## src/rtl/mqdd_pkg.sv

```systemverilog
// Shared types, constants and the transition table of the quadrature detent decoder.
package mqdd_pkg;

  localparam int MAX_ENCODERS_DEF = 8;
  localparam int IDX_W            = 3;
  localparam int CFG_W            = 4;
  localparam int CNT_W            = 7;
  localparam int RES_W            = 3;
  localparam int SUM_W            = RES_W + 1;
  localparam int DETENT_COUNTS    = 4;

  typedef enum logic {
    MODE_INIT   = 1'b0,
    MODE_SAMPLE = 1'b1
  } mode_t;

  typedef struct packed {
    logic [1:0]              pins;
    logic signed [RES_W-1:0] residual;
  } entry_t;

  typedef struct packed {
    entry_t entry;
    logic   fire;
    logic   cw;
  } step_res_t;

  localparam entry_t ENTRY_RESET = '{pins: 2'b11, residual: '0};

  // Step of the x4 decode for a {previous, current} pin code.
  function automatic logic signed [1:0] step_of(input logic [3:0] code);
    logic signed [1:0] stp;
    unique case (code)
      4'd1, 4'd7, 4'd8, 4'd14:  stp = -2'sd1;
      4'd2, 4'd4, 4'd11, 4'd13: stp = 2'sd1;
      default:                  stp = 2'sd0;
    endcase
    return stp;
  endfunction

endpackage

```

## src/rtl/multi_quadrature_detent_decoder_unit.sv

```systemverilog
// Top level of the multi-encoder quadrature detent decoder.
// A request is held in stage one while its state word arrives from memory; a detent then goes to the output register.
// One request per cycle while in_stall is low, set by the read-modify-write of the
//   per-encoder state memory, with forwarding between back-to-back requests.
// Reset clears active_r and the memory valid bits; no clearing pass.
module multi_quadrature_detent_decoder_unit #(
  parameter int MAX_ENCODERS = mqdd_pkg::MAX_ENCODERS_DEF
) (
  input  logic                       clk,
  input  logic                       rst_n,
  input  logic                       cfg_valid,
  output logic                       cfg_ready,
  input  logic [mqdd_pkg::CFG_W-1:0] cfg_data,
  input  logic                       in_valid,
  output logic                       in_stall,
  input  logic                       in_mode,
  input  logic [mqdd_pkg::IDX_W-1:0] in_encoder_index,
  input  logic                       in_pin_a,
  input  logic                       in_pin_b,
  output logic                       out_valid,
  input  logic                       out_stall,
  output logic [mqdd_pkg::IDX_W-1:0] out_event_index,
  output logic                       out_clockwise
);
  import mqdd_pkg::*;

  localparam int AW = (MAX_ENCODERS > 1) ? $clog2(MAX_ENCODERS) : 1;

  // Configuration register; the port is always ready.
  logic [CFG_W-1:0] active_r, active_nxt;

  // Stage one: the request whose state word is arriving from memory.
  logic             s1_v_r, s1_v_nxt;
  logic             s1_act_r, s1_act_nxt;
  logic             s1_mode_r, s1_mode_nxt;
  logic [IDX_W-1:0] s1_idx_r, s1_idx_nxt;
  logic [AW-1:0]    s1_addr_r, s1_addr_nxt;
  logic [1:0]       s1_cur_r, s1_cur_nxt;

  // Forwarding of the word written in the same cycle the next request read memory.
  logic   fwd_hit_r, fwd_hit_nxt;
  entry_t fwd_data_r, fwd_data_nxt;

  // Output register.
  logic             out_v_r, out_v_nxt;
  logic [IDX_W-1:0] out_idx_r, out_idx_nxt;
  logic             out_cw_r, out_cw_nxt;

  logic             accept;
  logic             s1_go;
  logic             wr_en;
  logic [AW-1:0]    in_addr;
  logic             in_act;
  logic [CNT_W-1:0] eff_count;
  entry_t           mem_rd;
  entry_t           old_entry;
  step_res_t        step;

  assign cfg_ready = 1'b1;

  // An encoder is active below both the configured count and the capacity.
  assign in_addr   = AW'(in_encoder_index);
  assign eff_count = (CNT_W'(active_r) > CNT_W'(MAX_ENCODERS)) ?
                     CNT_W'(MAX_ENCODERS) : CNT_W'(active_r);
  assign in_act    = (CNT_W'(in_encoder_index) < eff_count);

  // Stage one moves on unless it holds a detent and the output register is blocked.
  assign s1_go    = s1_v_r && !(step.fire && s1_act_r && out_v_r && out_stall);
  assign in_stall = s1_v_r && !s1_go;
  assign accept   = in_valid && !in_stall;
  assign wr_en    = s1_go && s1_act_r;

  mqdd_state_mem #(
    .DEPTH (MAX_ENCODERS),
    .AW    (AW)
  ) u_mem (
    .clk     (clk),
    .rst_n   (rst_n),
    .rd_en   (accept),
    .rd_addr (in_addr),
    .wr_en   (wr_en),
    .wr_addr (s1_addr_r),
    .wr_data (step.entry),
    .rd_data (mem_rd)
  );

  // The word just written by the previous request is newer than what memory returned.
  assign old_entry = fwd_hit_r ? fwd_data_r : mem_rd;

  mqdd_step u_step (
    .mode      (s1_mode_r),
    .cur_pins  (s1_cur_r),
    .old_entry (old_entry),
    .res       (step)
  );

  always_comb begin
    active_nxt   = active_r;
    s1_v_nxt     = s1_v_r;
    s1_act_nxt   = s1_act_r;
    s1_mode_nxt  = s1_mode_r;
    s1_idx_nxt   = s1_idx_r;
    s1_addr_nxt  = s1_addr_r;
    s1_cur_nxt   = s1_cur_r;
    fwd_hit_nxt  = fwd_hit_r;
    fwd_data_nxt = fwd_data_r;
    out_v_nxt    = out_v_r;
    out_idx_nxt  = out_idx_r;
    out_cw_nxt   = out_cw_r;

    if (cfg_valid && cfg_ready) begin
      active_nxt = cfg_data;
    end

    if (accept) begin
      s1_v_nxt     = 1'b1;
      s1_act_nxt   = in_act;
      s1_mode_nxt  = in_mode;
      s1_idx_nxt   = in_encoder_index;
      s1_addr_nxt  = in_addr;
      s1_cur_nxt   = {in_pin_a, in_pin_b};
      fwd_hit_nxt  = wr_en && (s1_addr_r == in_addr);
      fwd_data_nxt = step.entry;
    end else if (s1_go) begin
      s1_v_nxt = 1'b0;
    end

    if (s1_go && s1_act_r && step.fire) begin
      out_v_nxt   = 1'b1;
      out_idx_nxt = s1_idx_r;
      out_cw_nxt  = step.cw;
    end else if (!out_stall) begin
      out_v_nxt = 1'b0;
    end
  end

  always_ff @(posedge clk) begin
    if (!rst_n) begin
      active_r  <= '0;
      s1_v_r    <= 1'b0;
      fwd_hit_r <= 1'b0;
      out_v_r   <= 1'b0;
    end else begin
      active_r  <= active_nxt;
      s1_v_r    <= s1_v_nxt;
      fwd_hit_r <= fwd_hit_nxt;
      out_v_r   <= out_v_nxt;
    end
  end

  always_ff @(posedge clk) begin
    s1_act_r   <= s1_act_nxt;
    s1_mode_r  <= s1_mode_nxt;
    s1_idx_r   <= s1_idx_nxt;
    s1_addr_r  <= s1_addr_nxt;
    s1_cur_r   <= s1_cur_nxt;
    fwd_data_r <= fwd_data_nxt;
    out_idx_r  <= out_idx_nxt;
    out_cw_r   <= out_cw_nxt;
  end

  assign out_valid       = out_v_r;
  assign out_event_index = out_idx_r;
  assign out_clockwise   = out_cw_r;

`ifndef SYNTH
  // The input side only stalls behind a request held in stage one.
  a_stall_needs_s1: assert property (@(posedge clk) disable iff (!rst_n)
    in_stall |-> s1_v_r)
    else $error("input stalled with stage one empty");

  // Inactive encoders never write the state memory.
  a_write_active: assert property (@(posedge clk) disable iff (!rst_n)
    wr_en |-> (s1_v_r && s1_act_r))
    else $error("state written for an inactive request");

  // Init requests never produce a detent.
  a_init_no_fire: assert property (@(posedge clk) disable iff (!rst_n)
    (s1_v_r && s1_mode_r == MODE_INIT) |-> !step.fire)
    else $error("init request produced a detent");

  // A same-entry request right behind a write must take the forwarded word.
  a_forward: assert property (@(posedge clk) disable iff (!rst_n)
    (accept && wr_en && (s1_addr_r == in_addr)) |=> (fwd_hit_r && s1_v_r))
    else $error("missing forward for back-to-back request");
`endif

endmodule

```

## src/rtl/mqdd_state_mem.sv

```systemverilog
// Per-encoder state memory with registered read and per-entry valid bits.
module mqdd_state_mem #(
  parameter int DEPTH = 8,
  parameter int AW    = 3
) (
  input  logic             clk,
  input  logic             rst_n,
  input  logic             rd_en,
  input  logic [AW-1:0]    rd_addr,
  input  logic             wr_en,
  input  logic [AW-1:0]    wr_addr,
  input  mqdd_pkg::entry_t wr_data,
  output mqdd_pkg::entry_t rd_data
);
  import mqdd_pkg::*;

  entry_t           mem_r [DEPTH];
  logic [DEPTH-1:0] vld_r;
  entry_t           rd_word_r;
  logic             rd_vld_r;

  always_ff @(posedge clk) begin
    if (wr_en) begin
      mem_r[wr_addr] <= wr_data;
    end
    if (rd_en) begin
      rd_word_r <= mem_r[rd_addr];
    end
  end

  always_ff @(posedge clk) begin
    if (!rst_n) begin
      vld_r    <= '0;
      rd_vld_r <= 1'b0;
    end else begin
      if (wr_en) begin
        vld_r[wr_addr] <= 1'b1;
      end
      if (rd_en) begin
        rd_vld_r <= vld_r[rd_addr];
      end
    end
  end

  // An entry never written since reset reads as its reset value.
  assign rd_data = rd_vld_r ? rd_word_r : ENTRY_RESET;

endmodule

```

## src/rtl/mqdd_step.sv

```systemverilog
// Transition decode and residual update for one encoder item.
module mqdd_step (
  input  logic                mode,
  input  logic [1:0]          cur_pins,
  input  mqdd_pkg::entry_t    old_entry,
  output mqdd_pkg::step_res_t res
);
  import mqdd_pkg::*;

  logic signed [1:0]       stp;
  logic signed [SUM_W-1:0] sum;
  logic                    up;
  logic                    dn;

  always_comb begin
    stp = step_of({old_entry.pins, cur_pins});
    sum = SUM_W'(old_entry.residual) + SUM_W'(stp);
    up  = (sum == SUM_W'(DETENT_COUNTS));
    dn  = (sum == -SUM_W'(DETENT_COUNTS));

    res.entry.pins = cur_pins;
    if (mode == MODE_INIT) begin
      res.entry.residual = '0;
      res.fire           = 1'b0;
      res.cw             = 1'b0;
    end else begin
      // The residual stays within three of zero, so a detent always returns it to zero.
      res.entry.residual = (up || dn) ? '0 : sum[RES_W-1:0];
      res.fire           = up || dn;
      res.cw             = up;
    end
  end

endmodule
```

## config.mk

```make
export PLATFORM = sky130hd
export DESIGN_NAME = multi_quadrature_detent_decoder_unit
export DESIGN_NICKNAME = d
export VERILOG_FILES = /design/src/rtl/mqdd_pkg.sv /design/src/rtl/multi_quadrature_detent_decoder_unit.sv /design/src/rtl/mqdd_state_mem.sv /design/src/rtl/mqdd_step.sv
export SDC_FILE = /design/constraint.sdc
export NUM_CORES = 1
export LEC_CHECK = 0
export BUFFER_PORTS_ARGS = -buffer_cell sky130_fd_sc_hd__buf_4
export CAP_MARGIN = 40
export CORE_ASPECT_RATIO = 0.9
export CORE_MARGIN = 4
export CORE_UTILIZATION = 40
export DETAILED_ROUTE_END_ITERATION = 7
export GPL_TIMING_DRIVEN = 0
export SETUP_SLACK_MARGIN = 0.5
export SYNTH_ARGS = -nofsm -noshare
export SYNTH_HDL_FRONTEND = slang
export SYNTH_SLANG_ARGS = --single-unit
```

## constraint.sdc

```tcl
create_clock -name clk -period 8.2 [get_ports clk]
set_input_delay 0.41 -clock clk [delete_from_list [all_inputs] [get_ports clk]]
set_output_delay 0.41 -clock clk [all_outputs]
set_load 0.03 [all_outputs]
```

# == Yosys cells after proc, flatten, opt, wreduce, memory -nomap -nowiden ==
# Memory sizes are Yosys's and may differ from the RTL's. A register that Yosys moved wholly into a read port is not among the register bits.
# Index checks and enable logic that the tools add are counted.
# totals
in_bits,15
out_inout_bits,7
wordCells,57
memories,2
reg_bits,32
ram_bits,40
romBits,32
# classes
magnitude_cmp,5
eq_ne,4
reduce_logical,15
add_sub_neg,1
bitwise,1
mux,15
# memory_table
memory,depth,word_bits,read_ports,rd_ports_with_merged_regs,wr,line_no,text
u_mem.mem_r,8,5,1,1,1,mqdd_state_mem.sv:17,entry_t mem_r [DEPTH];
(no name shown),16,2,1,0,0,mqdd_pkg.sv:33,unique case (code)
# ops
operator,count
$mux W5,3
$logic_and A1 B1 Y1,10
$lt A3 B4 Y1 const B,2
$mux W1,8
$or A8 B8 Y8,1
$add A3 B2 Y4,1
$eq A4 B3 Y1 const B,1
$eq A4 B4 Y1 const B,1
$gt A4 B4 Y1 const B,1
$lt A3 B4 Y1,1
$mux W4,1
$bmux W1 S3,1
$demux W1 S3,1
$eq A3 B3 Y1,1
$ge A3 B1 Y1 const B,1
$logic_not A1 Y1,3
$mux W3,1
$ne A2 B1 Y1 const B,1
$reduce_bool A2 Y1,1
$logic_or A1 B1 Y1,1

# == Longest topological paths before layout ==
# Gate-level depths: netlist of run 1.
# An unclocked memory read counts as a cell.
# logic_depth
depth_word,18
mapped_depth,11
depth_no_buf,11

# == Modules after synthesis ==
# From an unflattened synthesis of run 1, not the netlist that was laid out.
# hier_totals
hier_cells,200
area_unflattened_um2,3305.7
# by_module_without_submodules
mod,area_per_inst_um2,instances,cells_each,seq_area_each_um2
mqdd_state_mem,2112.0,1,107,1531.5
multi_quadrature_detent_decoder_unit,948.4,1,64,620.6
mqdd_step,245.2,1,29,0.0

# == Worst setup path before layout of run 1 ==
# OpenSTA, ideal clock, no wires.
# synth_timing
path_kind,reg2reg
startpoint,reg fwd_hit_r
endpoint,mem u_mem.mem_r[0][0] (netlist name) (enable)
path_buffers,0
setup_slack_ns,5.004
setup_time_ns,0.385
t_arrival_ns,2.811
t_required_ns,7.815
period_less_slack_ns,3.196
stages_incl_launch_ff,11
cell_sequence,dfxtp_1 > nand2b_1 > o22ai_1 > xnor2_1 > xnor2_1 > ha_1 > inv_1 > fa_1 > xor2_1 > o311ai_4 > nor4_1
# synth_between
elab_chain_len,14
word_cells_on_any_way,15
cone_classes,add/sub (1); eq/ne (2); mux (4); reduce/logical (7); memory (1)
# synth_lines
element,line_no,text
from (decl),multi_quadrature_detent_decoder_unit.sv:41,"logic fwd_hit_r, fwd_hit_nxt;"
from (signal assigned),multi_quadrature_detent_decoder_unit.sv:146,fwd_hit_r <= fwd_hit_nxt;
$mux W5 (*),multi_quadrature_detent_decoder_unit.sv:88,assign old_entry = fwd_hit_r ? fwd_data_r : mem_rd;
$mem_v2 Z16 W2,-,
$add A3 B2 Y4 (*),mqdd_step.sv:17,sum = SUM_W'(old_entry.residual) + SUM_W'(stp);
$eq A4 B4 Y1 or $eq A4 B3 Y1 (tied branches),"mqdd_step.sv:18, mqdd_step.sv:19",
$logic_or A1 B1 Y1 (*),mqdd_step.sv:29,res.fire = up || dn;
$mux W5 (*),mqdd_step.sv:22,if (mode == MODE_INIT) begin
$logic_and A1 B1 Y1 (*) (3 in a row),multi_quadrature_detent_decoder_unit.sv:68,assign s1_go = s1_v_r && !(step.fire && s1_act_r && out_v_r && out_stall);
$logic_not A1 Y1 (*),multi_quadrature_detent_decoder_unit.sv:68,
$logic_and A1 B1 Y1 (*),multi_quadrature_detent_decoder_unit.sv:68,
$logic_and A1 B1 Y1 (*),multi_quadrature_detent_decoder_unit.sv:71,assign wr_en = s1_go && s1_act_r;
$mux W1 (*),mqdd_state_mem.sv:23,if (wr_en) begin
$mux W1 (not written as such) (*),mqdd_state_mem.sv:24,mem_r[wr_addr] <= wr_data;
to (decl),mqdd_state_mem.sv:17,
# Every way passes the cells marked *; elsewhere a longest branch is shown, timed or not.

# == Final worst setup path of run 1 ==
# layout_timing
startpoint,reg fwd_hit_r
endpoint,out in_stall
# layout_between
elab_chain_len,13
word_cells_on_any_way,14
cone_classes,add/sub (1); eq/ne (2); mux (2); reduce/logical (8); memory (1)
# layout_lines
element,line_no,text
$mux W5 (*),multi_quadrature_detent_decoder_unit.sv:88,
$mem_v2 Z16 W2,-,
$add A3 B2 Y4 (*),mqdd_step.sv:17,
$eq A4 B4 Y1 or $eq A4 B3 Y1 (tied branches),"mqdd_step.sv:18, mqdd_step.sv:19",
$logic_or A1 B1 Y1 (*),mqdd_step.sv:29,
$mux W5 (*),mqdd_step.sv:22,
$logic_and A1 B1 Y1 (*) (3 in a row),multi_quadrature_detent_decoder_unit.sv:68,
$logic_not A1 Y1 (*),multi_quadrature_detent_decoder_unit.sv:68,
$logic_and A1 B1 Y1 (*),multi_quadrature_detent_decoder_unit.sv:68,
$logic_not A1 Y1 (*),multi_quadrature_detent_decoder_unit.sv:69,assign in_stall = s1_v_r && !s1_go;
$logic_and A1 B1 Y1 (*),multi_quadrature_detent_decoder_unit.sv:69,
to (decl),multi_quadrature_detent_decoder_unit.sv:15,"output logic in_stall,"
# Marks and branches as above.

==> summary.md, run 1 <==
| Metric | Value |
|---|---|
| Power, Total | `0.779 mW` |
| Post-route cell area | `3760 sq um` |
| Syn Std Cell Area | `3280 sq um` |
| Final worst clock skew | `0.00746 ns` |
| Hold Crit Class | `input port to flop` |
| Initial Utilization | `0.408` |
| N_diodes | `0` |
| Distinct cells, synth | `37` |
| Final Hold Vio Count | `0` |
| Total CTS buffers | `9` |
| Setup CP Type | `flop to primary output` |
| Top cell type by total area after synthesis | `edfxtp_1` |
| TritonCTS clock tree | `yes` |
| Post-route worst setup slack | `4.49 ns` |
| Worst EP required | `7.79 ns` |
| CTS H-tree lvls | `3` |
| Total GRT Usage | `0.121` |
| Layout fillers | `694` |
| Grt ovf | `0` |
| Post-synthesis simple-gate area fraction | `0.0759` |
| # setup viols final | `0` |
| CTS root buf | `clkbuf_8` |
| Max-Cap Viols | `0` |
| Register Area | `2150 sq um` |
| Fmax achieved | `about 0.27 GHz` |
| Hold buffer count at cts | `0` |
| Slowest stage delay, CP | `0.56 ns` |
| Synth warn | `0` |
| Slew margin rel. | `0.456` |
| Die ar. | `between 9000 and 10000 sq um` |
| Crit Path Max Fanout | `7` |
| Core footprint | `8030 sq um` |
| Area contributors post-synth | `edfxtp_1 (56%), dfxtp_1 (9.8%), mux4_2 (8.2%)` |
| Share of cells above drive strength 1 | `0.279` |
| Syn_nets | `222` |
| RD Place Congestion | `between 0.7 and 0.8` |
| Top-level port count | `22` |
| Compound-Gate Fraction of Synth Area | `0.0568` |
| Placed cell area | `3570 sq um` |
| IO Port Bufs | `19` |
| Fin Setup TNS | `0 ns` |
| Avg Cell Area, Syn | `16.6 sq um` |
| Cell Pwr Density | `207 nW/um^2` |
| DIE WIDTH | `around 100 microns` |
| Crit path top cell by count | `inv_1` |
| First-pass GRT wire length | `8630 microns` |
| Clock Latency Late Sink | `0.33 ns` |
| Worst slew pin tran | `0.810 ns` |
| WL/cell | `16.0 microns` |
| Post-synth top area share | `0.559` |
| WL final | `5300 microns` |
| Pre-CTS WS | `4.53 ns` |
| Routed Antenna Nets | `0` |
| Asr flop ratio synth | `0` |
| Cell Chain, Critical Path | `inv_1, o22ai_1, xnor2_1, xnor2_1, ha_1, inv_1, fa_1, nand3b_1, or4_4, inv_1, buf_4` |
| Layout Area Growth over Synthesis | `14.5%` |
| Post-synth EDFFs | `61` |
| Drt drc | `0` |
| Clock transition at path regs | `0.07 ns` |
| Die Y | `93.9 microns` |
| Post-DR vias/cell | `approximately 5` |
| Worst setup SP type | `flop` |
| Synth Area in XOR/XNOR | `0.0187` |
| Adder-cell share of the synthesized area | `0.0404` |
| Most frequent cells in the layout | `edfxtp_1 (61), buf_4 (20), dfxtp_1 (16), mux4_2 (12), o21a_1 (10)` |
| Row count | `31` |
| Yosys reg bits | `77` |
| Initial antenna violation count | `0` |
| Status | `finished clean` |
| CP max stage cell | `or4_4` |
| Post-synthesis sequential area ratio | `0.656` |
| DR pass1 iterations | `4` |
| Final worst-path cycle share | `0.452` |
| Top_reg_cell synth | `edfxtp_1` |
| WP data arrival | `3.30 ns` |
| TritonCTS Sinks | `77` |
| Peak VDD IR | `0.0000785 V` |
| Leakage power | `between 1 and 1.5 nW` |
| Final Util | `0.468` |
| Post-synthesis mux area share | `0.130` |
| Largest net degree at the start of global routing | `20` |
| Crit path time final | `3.71 ns` |
| RSZ-0062 raised after global routing | `no` |
| Crit end category | `primary output` |
| Hpwl dp | `a little under 4000 microns` |
| Post-CTS setup buffers | `0` |
| Final #Nets | `254` |
| Commonest non-fill, non-tap cell in the layout | `edfxtp_1` |
| Multi-input gate area in the final layout | `1060 sq um` |
| Largest family of logic cells by synthesized area | `multiplexers` |
| CTS max path bufs | `2` |
| Post-CTS Resized | `0` |
| Initial drt markers | `69` |
| Number of global-route vias before repair | `about 1700` |
| Mapped Cells | `197` |
| Max-slew violation count | `0` |
| Via Count | `1665` |
## registers in the layout, summed over array words and instances, names as in the netlist, 2 cells and up
name	flops
fwd_data_r	5
u_mem.mem_r	40
out_event_index	3
s1_addr_r	3
active_r	4
u_mem.vld_r	8
u_mem.rd_word_r	5
s1_cur_r	2
## stage by stage
stage / hold WS, ns / std cells
2_1_floorplan: 0.421 / 197
3_3_place_gp: 0.444 / 315
3_5_place_dp: 0.453 / 317
4_1_cts: 0.238 / 332
5_1_grt: 0.231 / 332
6_report: 0.254 / 332
## worst paths after layout
| path | start | to | slack (ns) | cells after the start |
|---|---|---|---|---|
| setup / recovery | fwd_hit_r | in_stall | 4.49 | 11 |
| hold / removal | in_pin_b | s1_cur_r[0] | 0.25 | 1 |
| hold reg to reg | u_mem.vld_r[2] | u_mem.vld_r[2] | 0.47 | 1 |
| setup reg to reg | fwd_hit_r | u_mem.mem_r[2][1] | 4.60 | 11 |
## metal layers
| metal | part of all wire | track usage |
|---|---|---|
| met1 | 0.50 | 0.175 |
| met3 | 0.027 | 0.0312 |
| met2 | 0.46 | 0.171 |
| met5 | 0 | 0 |
| met4 | 0.0079 | 0.0485 |
## cell usage after synthesis, types with 2 or more instances
cell and count:
edfxtp_1 61, dfxtp_1 16, mux4_2 12, o21a_1 10, ha_1 9, mux2i_1 9
inv_1 8, nor2b_1 7, mux2_2 6, nand2_1 6, clkbuf_1 5, nand2b_1 4
nor4b_2 4, xor2_1 4, a22o_1 3, nor3_1 3, nor4_1 3, xnor2_1 3
and2_1 2, buf_2 2, nand3_1 2, nor2_1 2, o22ai_1 2
## power breakdown
group | internal (mW) | switching [mW] | leakage [nW]
Sequential | 0.438 | 0.00849 | 0.696
Clock | 0.139 | 0.129 | 0.0950
Combinational | 0.0290 | 0.0356 | 0.514
Total | 0.606 | 0.173 | 1.31
## layout make-up
cell class,count,area share
plain buffers,8,0.00966
clock buffers,9,0.0330
clock inverters,6,0.0173
inverters,8,0.00799
multi-input cells,104,0.282
flip-flops and latches,77,0.573
well taps,99,0.0330
repair buffers,21,0.0436
## critical path, delay by kind of cell (launching register included)
kind / cells / cell delay, ns
simple gates: 2 / 0.73
fa+ha+maj: 2 / 0.72
flops: 1 / 0.44
buf+inv: 4 / 0.38
compound gates: 1 / 0.36
xor+xnor: 2 / 0.33
## kinds of logic (layout without fill, tap and decap cells)
family | Yosys count | in the layout
adders and majority gates | 10 | 10
and+or+nand+nor | 37 | 37
AOI/OAI and AO/OA | 22 | 22
other | 1 | 1
DFF | 77 | 77
muxes | 27 | 27
buffers and inverters | 16 | 52
xor gates and xnor gates | 7 | 7
No activity file was read; power rests on OpenSTA's default activity.
==> run 2: changes to the inputs <==
- clock period: 8.2 -> 3.35 ns (I/O delays scaled with it)
==> run 2 against run 1 <==
Against the previous run:
- cell area rose by 12%
- die area did not move
- critical path depth did not move
- clock power rose to 3.0 times the previous value
- largest power group unchanged
==> summary.md, run 2 (synthesized netlist as in run 1, its figures left out) <==
| Metric | Value |
|---|---|
| Setup CP Type | `flop to primary output` |
| DIE WIDTH | `103 microns (unchanged)` |
| Total GRT Usage | `0.139 (+0.0183)` |
| Cell family with most CP delay | `simple AND/OR/NAND/NOR gates` |
| Largest Register | `u_mem.mem_r` |
| RD Place Congestion | `0.683 (-3.4%)` |
| Max FFs per register | `40 (unchanged)` |
| Final worst clock skew | `0.0123 ns (+0.00483 ns)` |
| R2R setup slack | `0.31 ns (-4.29 ns)` |
| Dpl cells | `315 (-0.63%)` |
| Worst slew pin tran | `0.693 ns (-0.116 ns)` |
| Biggest regs | `u_mem.mem_r: 40 flops, u_mem.vld_r: 8 flops` |
| Hpwl dp | `4200 microns (+5.7%)` |
| Share of cells above drive strength 1 | `0.420 (+0.141)` |
| Crit Path Max Fanout | `3 (-4)` |
| Cell Pwr Density | `502 nW/um^2 (+140%)` |
| TritonCTS clock tree | `yes` |
| CP max stage cell | `or4_4` |
| TritonCTS Sinks | `77 (unchanged)` |
| Clock Latency Late Sink | `0.35 ns (+0.02 ns)` |
| Largest net degree at the start of global routing | `16 (-20%)` |
| WP data arrival | `2.89 ns (-0.41 ns)` |
| Pre-CTS WS | `-0.151 ns (-4.68 ns)` |
| Hold path cells | `1 (unchanged)` |
| Commonest non-fill, non-tap cell in the layout | `edfxtp_1` |
| HP Start | `in_encoder_index[0]` |
| Final #Nets | `277 (+9.1%)` |
| Layout Area Growth over Synthesis | `28.0%` |
| Crit end category | `primary output` |
| Leakage power | `1.50 nW (+15%)` |
| CTS H-tree lvls | `3 (unchanged)` |
| N_diodes | `0 (unchanged)` |
| Initial drt markers | `54 (-22%)` |
| Die Y | `93.9 microns (unchanged)` |
| Worst reg2reg path depth | `13 (+2)` |
| Row count | `31 (unchanged)` |
| Final worst-path cycle share | `0.914` |
| Top-level port count | `22 (unchanged)` |
| Post-Layout Cell Count | `356 (+7.2%)` |
| Slew margin rel. | `0.538 (+0.0817)` |
| Via Count | `1828 (+9.8%)` |
| CTS max path bufs | `2 (unchanged)` |
| CTS root buf | `clkbuf_8` |
| CP bufs+invs | `3 (-1)` |
| Fmax achieved | `0.327 GHz` |
| Initial Utilization | `0.408 (unchanged)` |
| Routed Antenna Nets | `0 (unchanged)` |
| Worst setup SP type | `flop` |
| Peak VDD IR | `0.000183 V (+130%)` |
| Worst EP required | `3.18 ns (-4.61 ns)` |
| Worst r2r dst | `u_mem.mem_r[4][0]` |
| RSZ-0062 raised after global routing | `yes` |
| Slowest stage delay, CP | `0.57 ns (about the same)` |
| DR pass1 iterations | `4 (unchanged)` |
| Total CTS buffers | `9 (unchanged)` |
| Number of global-route vias before repair | `1866 (+12%)` |
| Cell Chain, Critical Path | `nand2b_4, o22ai_4, xnor2_2, xnor2_2, ha_2, inv_2, fa_2, xor2_2, or4_4, inv_4, buf_6` |
| WL/cell | `17.6 microns (+10%)` |
| Post-DR vias/cell | `5.13 (+2.4%)` |
| Hold Crit Class | `input port to flop` |
| Power, Total | `2.11 mW (+170%)` |
| Status | `finished clean` |
| Crit path time final | `3.06 ns` |
| # setup viols final | `0 (unchanged)` |
| WL final | `6270 microns (+18%)` |
| Drt drc | `0 (unchanged)` |
| Grt ovf | `0 (unchanged)` |
| Hold endpoint | `s1_addr_r[0]` |
| Clock transition at path regs | `0.09 ns (+0.02 ns)` |
| Reg2reg start | `fwd_hit_r` |
| Post-route worst setup slack | `0.288 ns (-4.20 ns)` |
| CP Depth | `11 (unchanged)` |
| Die ar. | `9710 sq um (unchanged)` |
| IO Port Bufs | `19 (unchanged)` |
| Most frequent cells in the layout | `edfxtp_1 (61), buf_4 (32), dfxtp_1 (14), mux4_2 (12), o21a_1 (10)` |
| Core footprint | `8030 sq um (unchanged)` |
| Max-Cap Viols | `0 (unchanged)` |
| Final Hold Vio Count | `0 (unchanged)` |
| Crit path top cell by count | `xnor2_2` |
| Initial antenna violation count | `0 (unchanged)` |
| Max-slew violation count | `0 (unchanged)` |
| Final Util | `0.523 (+0.0549)` |
| First-pass GRT wire length | `9740 microns (+13%)` |
run 2: cell count changes in the layout (fill, tap and decap cells not counted), sizes merged:
cell and delta:
clkdlybuf4s15 -1, clkinv -4, clkdlybuf4s18 -1, buf +18, and2 +3, dlygate4sd3 +4
inv +3, bufinv +1, clkinvlp +1
run 2: where the power goes:
group / internal, mW / switching, mW / total (mW)
combinational: 0.105 / 0.118 / 0.223
clock: 0.429 / 0.365 / 0.794
sequential: 1.07 / 0.0197 / 1.09
run 2: how the worst max path moves through the flow:
stage	startpoint	end
after floorplan	s1_cur_r[0]	u_mem.vld_r[5]
after global placement	s1_cur_r[0]	u_mem.mem_r[2][3]
after detailed placement	s1_cur_r[0]	u_mem.mem_r[2][3]
after CTS	fwd_hit_r	in_stall
after global routing	fwd_hit_r	in_stall
final	fwd_hit_r	in_stall
run 2: repair_timing:
action / CTS / global route
resized for setup: 23 / 11
hold endpoints to repair: 3 / 1
setup endpoints to repair: 82 / 81
cloned: 3 / 0
hold buffers: 3 / 1
buffers inserted: 13 / 5
pin swaps: 14 / 13
run 2: metal layers:
metal / up-vias / global-route usage / share of wire / routed length, microns
li1: 869 / - / - / -
met1: 920 / 0.175 / 0.45 / 2820
met2: 29 / 0.222 / 0.50 / 3130
met3: 10 / 0.0468 / 0.035 / 222
met4: 0 / 0.0485 / 0.015 / 93
met5: - / 0 / 0 / 0
run 2: final cells by class:
cell class	instances	area, sq um
multi-input combinational	107	1270
clock inverter	7	104
fill	658	3830
buffer	8	36.3
timing repair buffer	41	353
inverter	8	32.5
tap	99	124
sequential	77	2160
clock buffer	9	124
run 2: through the flow:
stage | instance area, sq um | hold WS, ns | TNS, ns
after global placement | 3630 | 0.348 | -1.10
after floorplan | 3360 | 0.266 | 0
final | 4200 | 0.0620 | 0
after CTS | 4110 | 0.00790 | 0
after global routing | 4200 | 0.0505 | 0
after detailed placement | 3630 | 0.350 | -2.32
==> run 3: changes to the inputs <==
- CORE_MARGIN: 4 -> 2
- CORE_UTILIZATION: 40 -> 43
==> run 3 against run 2 <==
Against the previous run:
- hold slack worse by 0.047 ns
- via count grew 0.66%
- critical endpoint unchanged
- critical path depth fell by 1
- worst setup slack worse by 0.0031 ns
- sequential cell count unchanged
- highest routed layer unchanged
- largest cell class unchanged
==> summary.md, run 3 (synthesized netlist as in run 1, its figures left out) <==
| Metric | Value |
|---|---|
| Status | `finished clean` |
| Cell Pwr Density | `474 nW/um^2 (-5.6%)` |
| Largest net degree at the start of global routing | `14 (-2)` |
| CTS H-tree lvls | `3 (unchanged)` |
| Layout fillers | `622 (-5.5%)` |
| Die Y | `86.9 microns (-7.5%)` |
| N_diodes | `0 (unchanged)` |
| Share of cells above drive strength 1 | `0.416 (-0.00389)` |
| Drt drc | `0 (unchanged)` |
| Hpwl dp | `3940 microns (-6.0%)` |
| Most frequent cells in the layout | `edfxtp_1 (61), buf_4 (29), dfxtp_1 (15), mux4_2 (12), o21a_1 (10)` |
| Fmax achieved | `0.326 GHz (-0.10%)` |
| Leakage power | `1.48 nW (-1.8%)` |
| DIE WIDTH | `96.1 microns (-7.1%)` |
| WP data arrival | `2.90 ns (about the same)` |
| Biggest regs | `u_mem.mem_r: 40 flops, u_mem.vld_r: 8 flops` |
| # setup viols final | `0 (unchanged)` |
| Dpl cells | `312 (-0.95%)` |
| Crit Path Max Fanout | `3 (unchanged)` |
| Peak VDD IR | `0.000194 V (+6.3%)` |
| Final worst clock skew | `0.0125 ns (+0.000252 ns)` |
| DR pass1 iterations | `4 (unchanged)` |
| Placed cell area | `3620 sq um (-0.10%)` |
| CP max stage cell | `or4_4` |
| RD Place Congestion | `0.712 (+4.2%)` |
| IO Port Bufs | `19 (unchanged)` |
| WL final | `6140 microns (-2.0%)` |
| Initial drt markers | `84 (+56%)` |
| Die ar. | `8340 sq um (-14%)` |
| Cell Chain, Critical Path | `nand2b_4, o22ai_4, buf_6, mux2i_4, mux2_4, fa_2, xor2_4, or4_4, inv_2, buf_6` |
| TritonCTS Sinks | `77 (unchanged)` |
| Slowest stage delay, CP | `0.55 ns (-0.02 ns)` |
| RSZ-0062 raised after global routing | `yes` |
| Number of global-route vias before repair | `1821 (-2.4%)` |
| Power, Total | `1.98 mW (-6.1%)` |
| Top-level port count | `22 (unchanged)` |
| Final #Nets | `277 (unchanged)` |
| Initial Utilization | `0.439 (+0.0306)` |
| Worst setup SP type | `flop` |
| Crit path top cell by count | `buf_6` |
| Total CTS buffers | `9 (unchanged)` |
| Row count | `30 (-3.2%)` |
| WL/cell | `17.4 microns (-1.2%)` |
| CTS root buf | `clkbuf_8` |
| Slew margin rel. | `0.548 (+0.0101)` |
| Max-slew violation count | `0 (unchanged)` |
| Cell family with most CP delay | `simple AND/OR/NAND/NOR gates` |
| Post-route cell area | `4170 sq um (-0.60%)` |
| Via Count | `1840 (+0.66%)` |
| Grt ovf | `0 (unchanged)` |
| Final worst-path cycle share | `0.915 (+0.000921)` |
| Setup CP Type | `flop to primary output` |
| Worst slew pin tran | `0.678 ns (-0.0151 ns)` |
| CTS max path bufs | `2 (unchanged)` |
| Max-Cap Viols | `0 (unchanged)` |
| First-pass GRT wire length | `9670 microns (-0.78%)` |
| Post-Layout Cell Count | `353 (-0.84%)` |
| Crit end category | `primary output` |
| CP bufs+invs | `3 (unchanged)` |
| Layout Area Growth over Synthesis | `27.2%` |
| Clock Latency Late Sink | `0.35 ns (about the same)` |
| Crit path time final | `3.07 ns (+0.00309 ns)` |
| Clock transition at path regs | `0.08 ns (about the same)` |
| Routed Antenna Nets | `0 (unchanged)` |
| Post-route worst setup slack | `0.285 ns (-0.00309 ns)` |
| Worst EP required | `3.18 ns (about the same)` |
| Largest Register | `u_mem.mem_r` |
| Final Hold Vio Count | `0 (unchanged)` |
| Core footprint | `7470 sq um (-7.0%)` |
| Pre-CTS WS | `-0.117 ns (+0.0338 ns)` |
| Commonest non-fill, non-tap cell in the layout | `edfxtp_1` |
| Initial antenna violation count | `0 (unchanged)` |
| Max FFs per register | `40 (unchanged)` |
| Post-DR vias/cell | `5.21 (+1.5%)` |
| Total GRT Usage | `0.163 (+0.0237)` |
| Hold Crit Class | `input port to flop` |
| TritonCTS clock tree | `yes` |
run 3: cell types whose count changed in the layout (fill, tap and decap cells not counted), moves of 2 or more:
cell      change
inv_6         -2
buf_6         +5
buf_4         -3
clkinv_2      +2
inv_2         +2
run 3: worst paths after layout:
path	from	to	slack [ns]	cells past startpoint
max	fwd_hit_r	in_stall	0.28	10
max reg2reg	fwd_hit_r	u_mem.vld_r[3]	0.35	13
min reg2reg	u_mem.vld_r[4]	u_mem.vld_r[4]	0.46	1
min	in_encoder_index[2]	s1_addr_r[2]	0.02	1
run 3: metal layers:
metal  vias to the layer above  share of wire  GRT usage  wire length, microns
met3                        11          0.034     0.0390                   211
met2                        31           0.48      0.242                  2970
li1                        870              -          -                     -
met4                         0          0.017     0.0701                   106
met1                       928           0.46      0.229                  2850
met5                         -              0          0                     0
run 3: worst register-to-register path, stage by stage (launching register included):
cell and delay (ns):
dfxtp_4 0.37, nand2b_4 0.15, o22ai_4 0.08, buf_6 0.14, mux2i_4 0.17, mux2_4 0.27, fa_2 0.60, nand3b_1 0.12
buf_4 0.16, o311ai_4 0.25, buf_12 0.20, nor4b_4 0.07, buf_6 0.17, o21a_1 0.16
run 3: power breakdown:
group | internal, mW | switching [mW] | total, mW
Combinational | 0.104 | 0.117 | 0.221
Clock | 0.338 | 0.329 | 0.667
Sequential | 1.07 | 0.0191 | 1.09
Total | 1.51 | 0.465 | 1.98
run 3: layout make-up:
type                       count  area [sq um]  area share
multi-input combinational    107          1280       0.306
buffer                         8          36.3     0.00870
inverter                       8          30.0     0.00720
clock buffer                   9           124      0.0297
timing repair buffer          41           362      0.0867
sequential                    77          2160       0.517
tap                           96           120      0.0288
clock inverter                 7          66.3      0.0159
run 3: per-stage QoR:
step / util / setup TNS, ns / hold slack, ns
after floorplan: - / 0 / 0.266
after global placement: 0.485 / -1.00 / 0.346
after detailed placement: 0.485 / -1.08 / 0.347
after CTS: 0.553 / 0 / 0.00332
after global routing: 0.558 / 0 / 0.00579
final: 0.558 / 0 / 0.0154
run 3: timing repair:
action,in CTS,in global routing
endpoints found under the hold margin,3,0
endpoints found under the setup margin,73,81
setup buffers,17,2
pin swaps,17,9
gates resized for setup,30,7
hold buffers,3,0
cloned,3,0
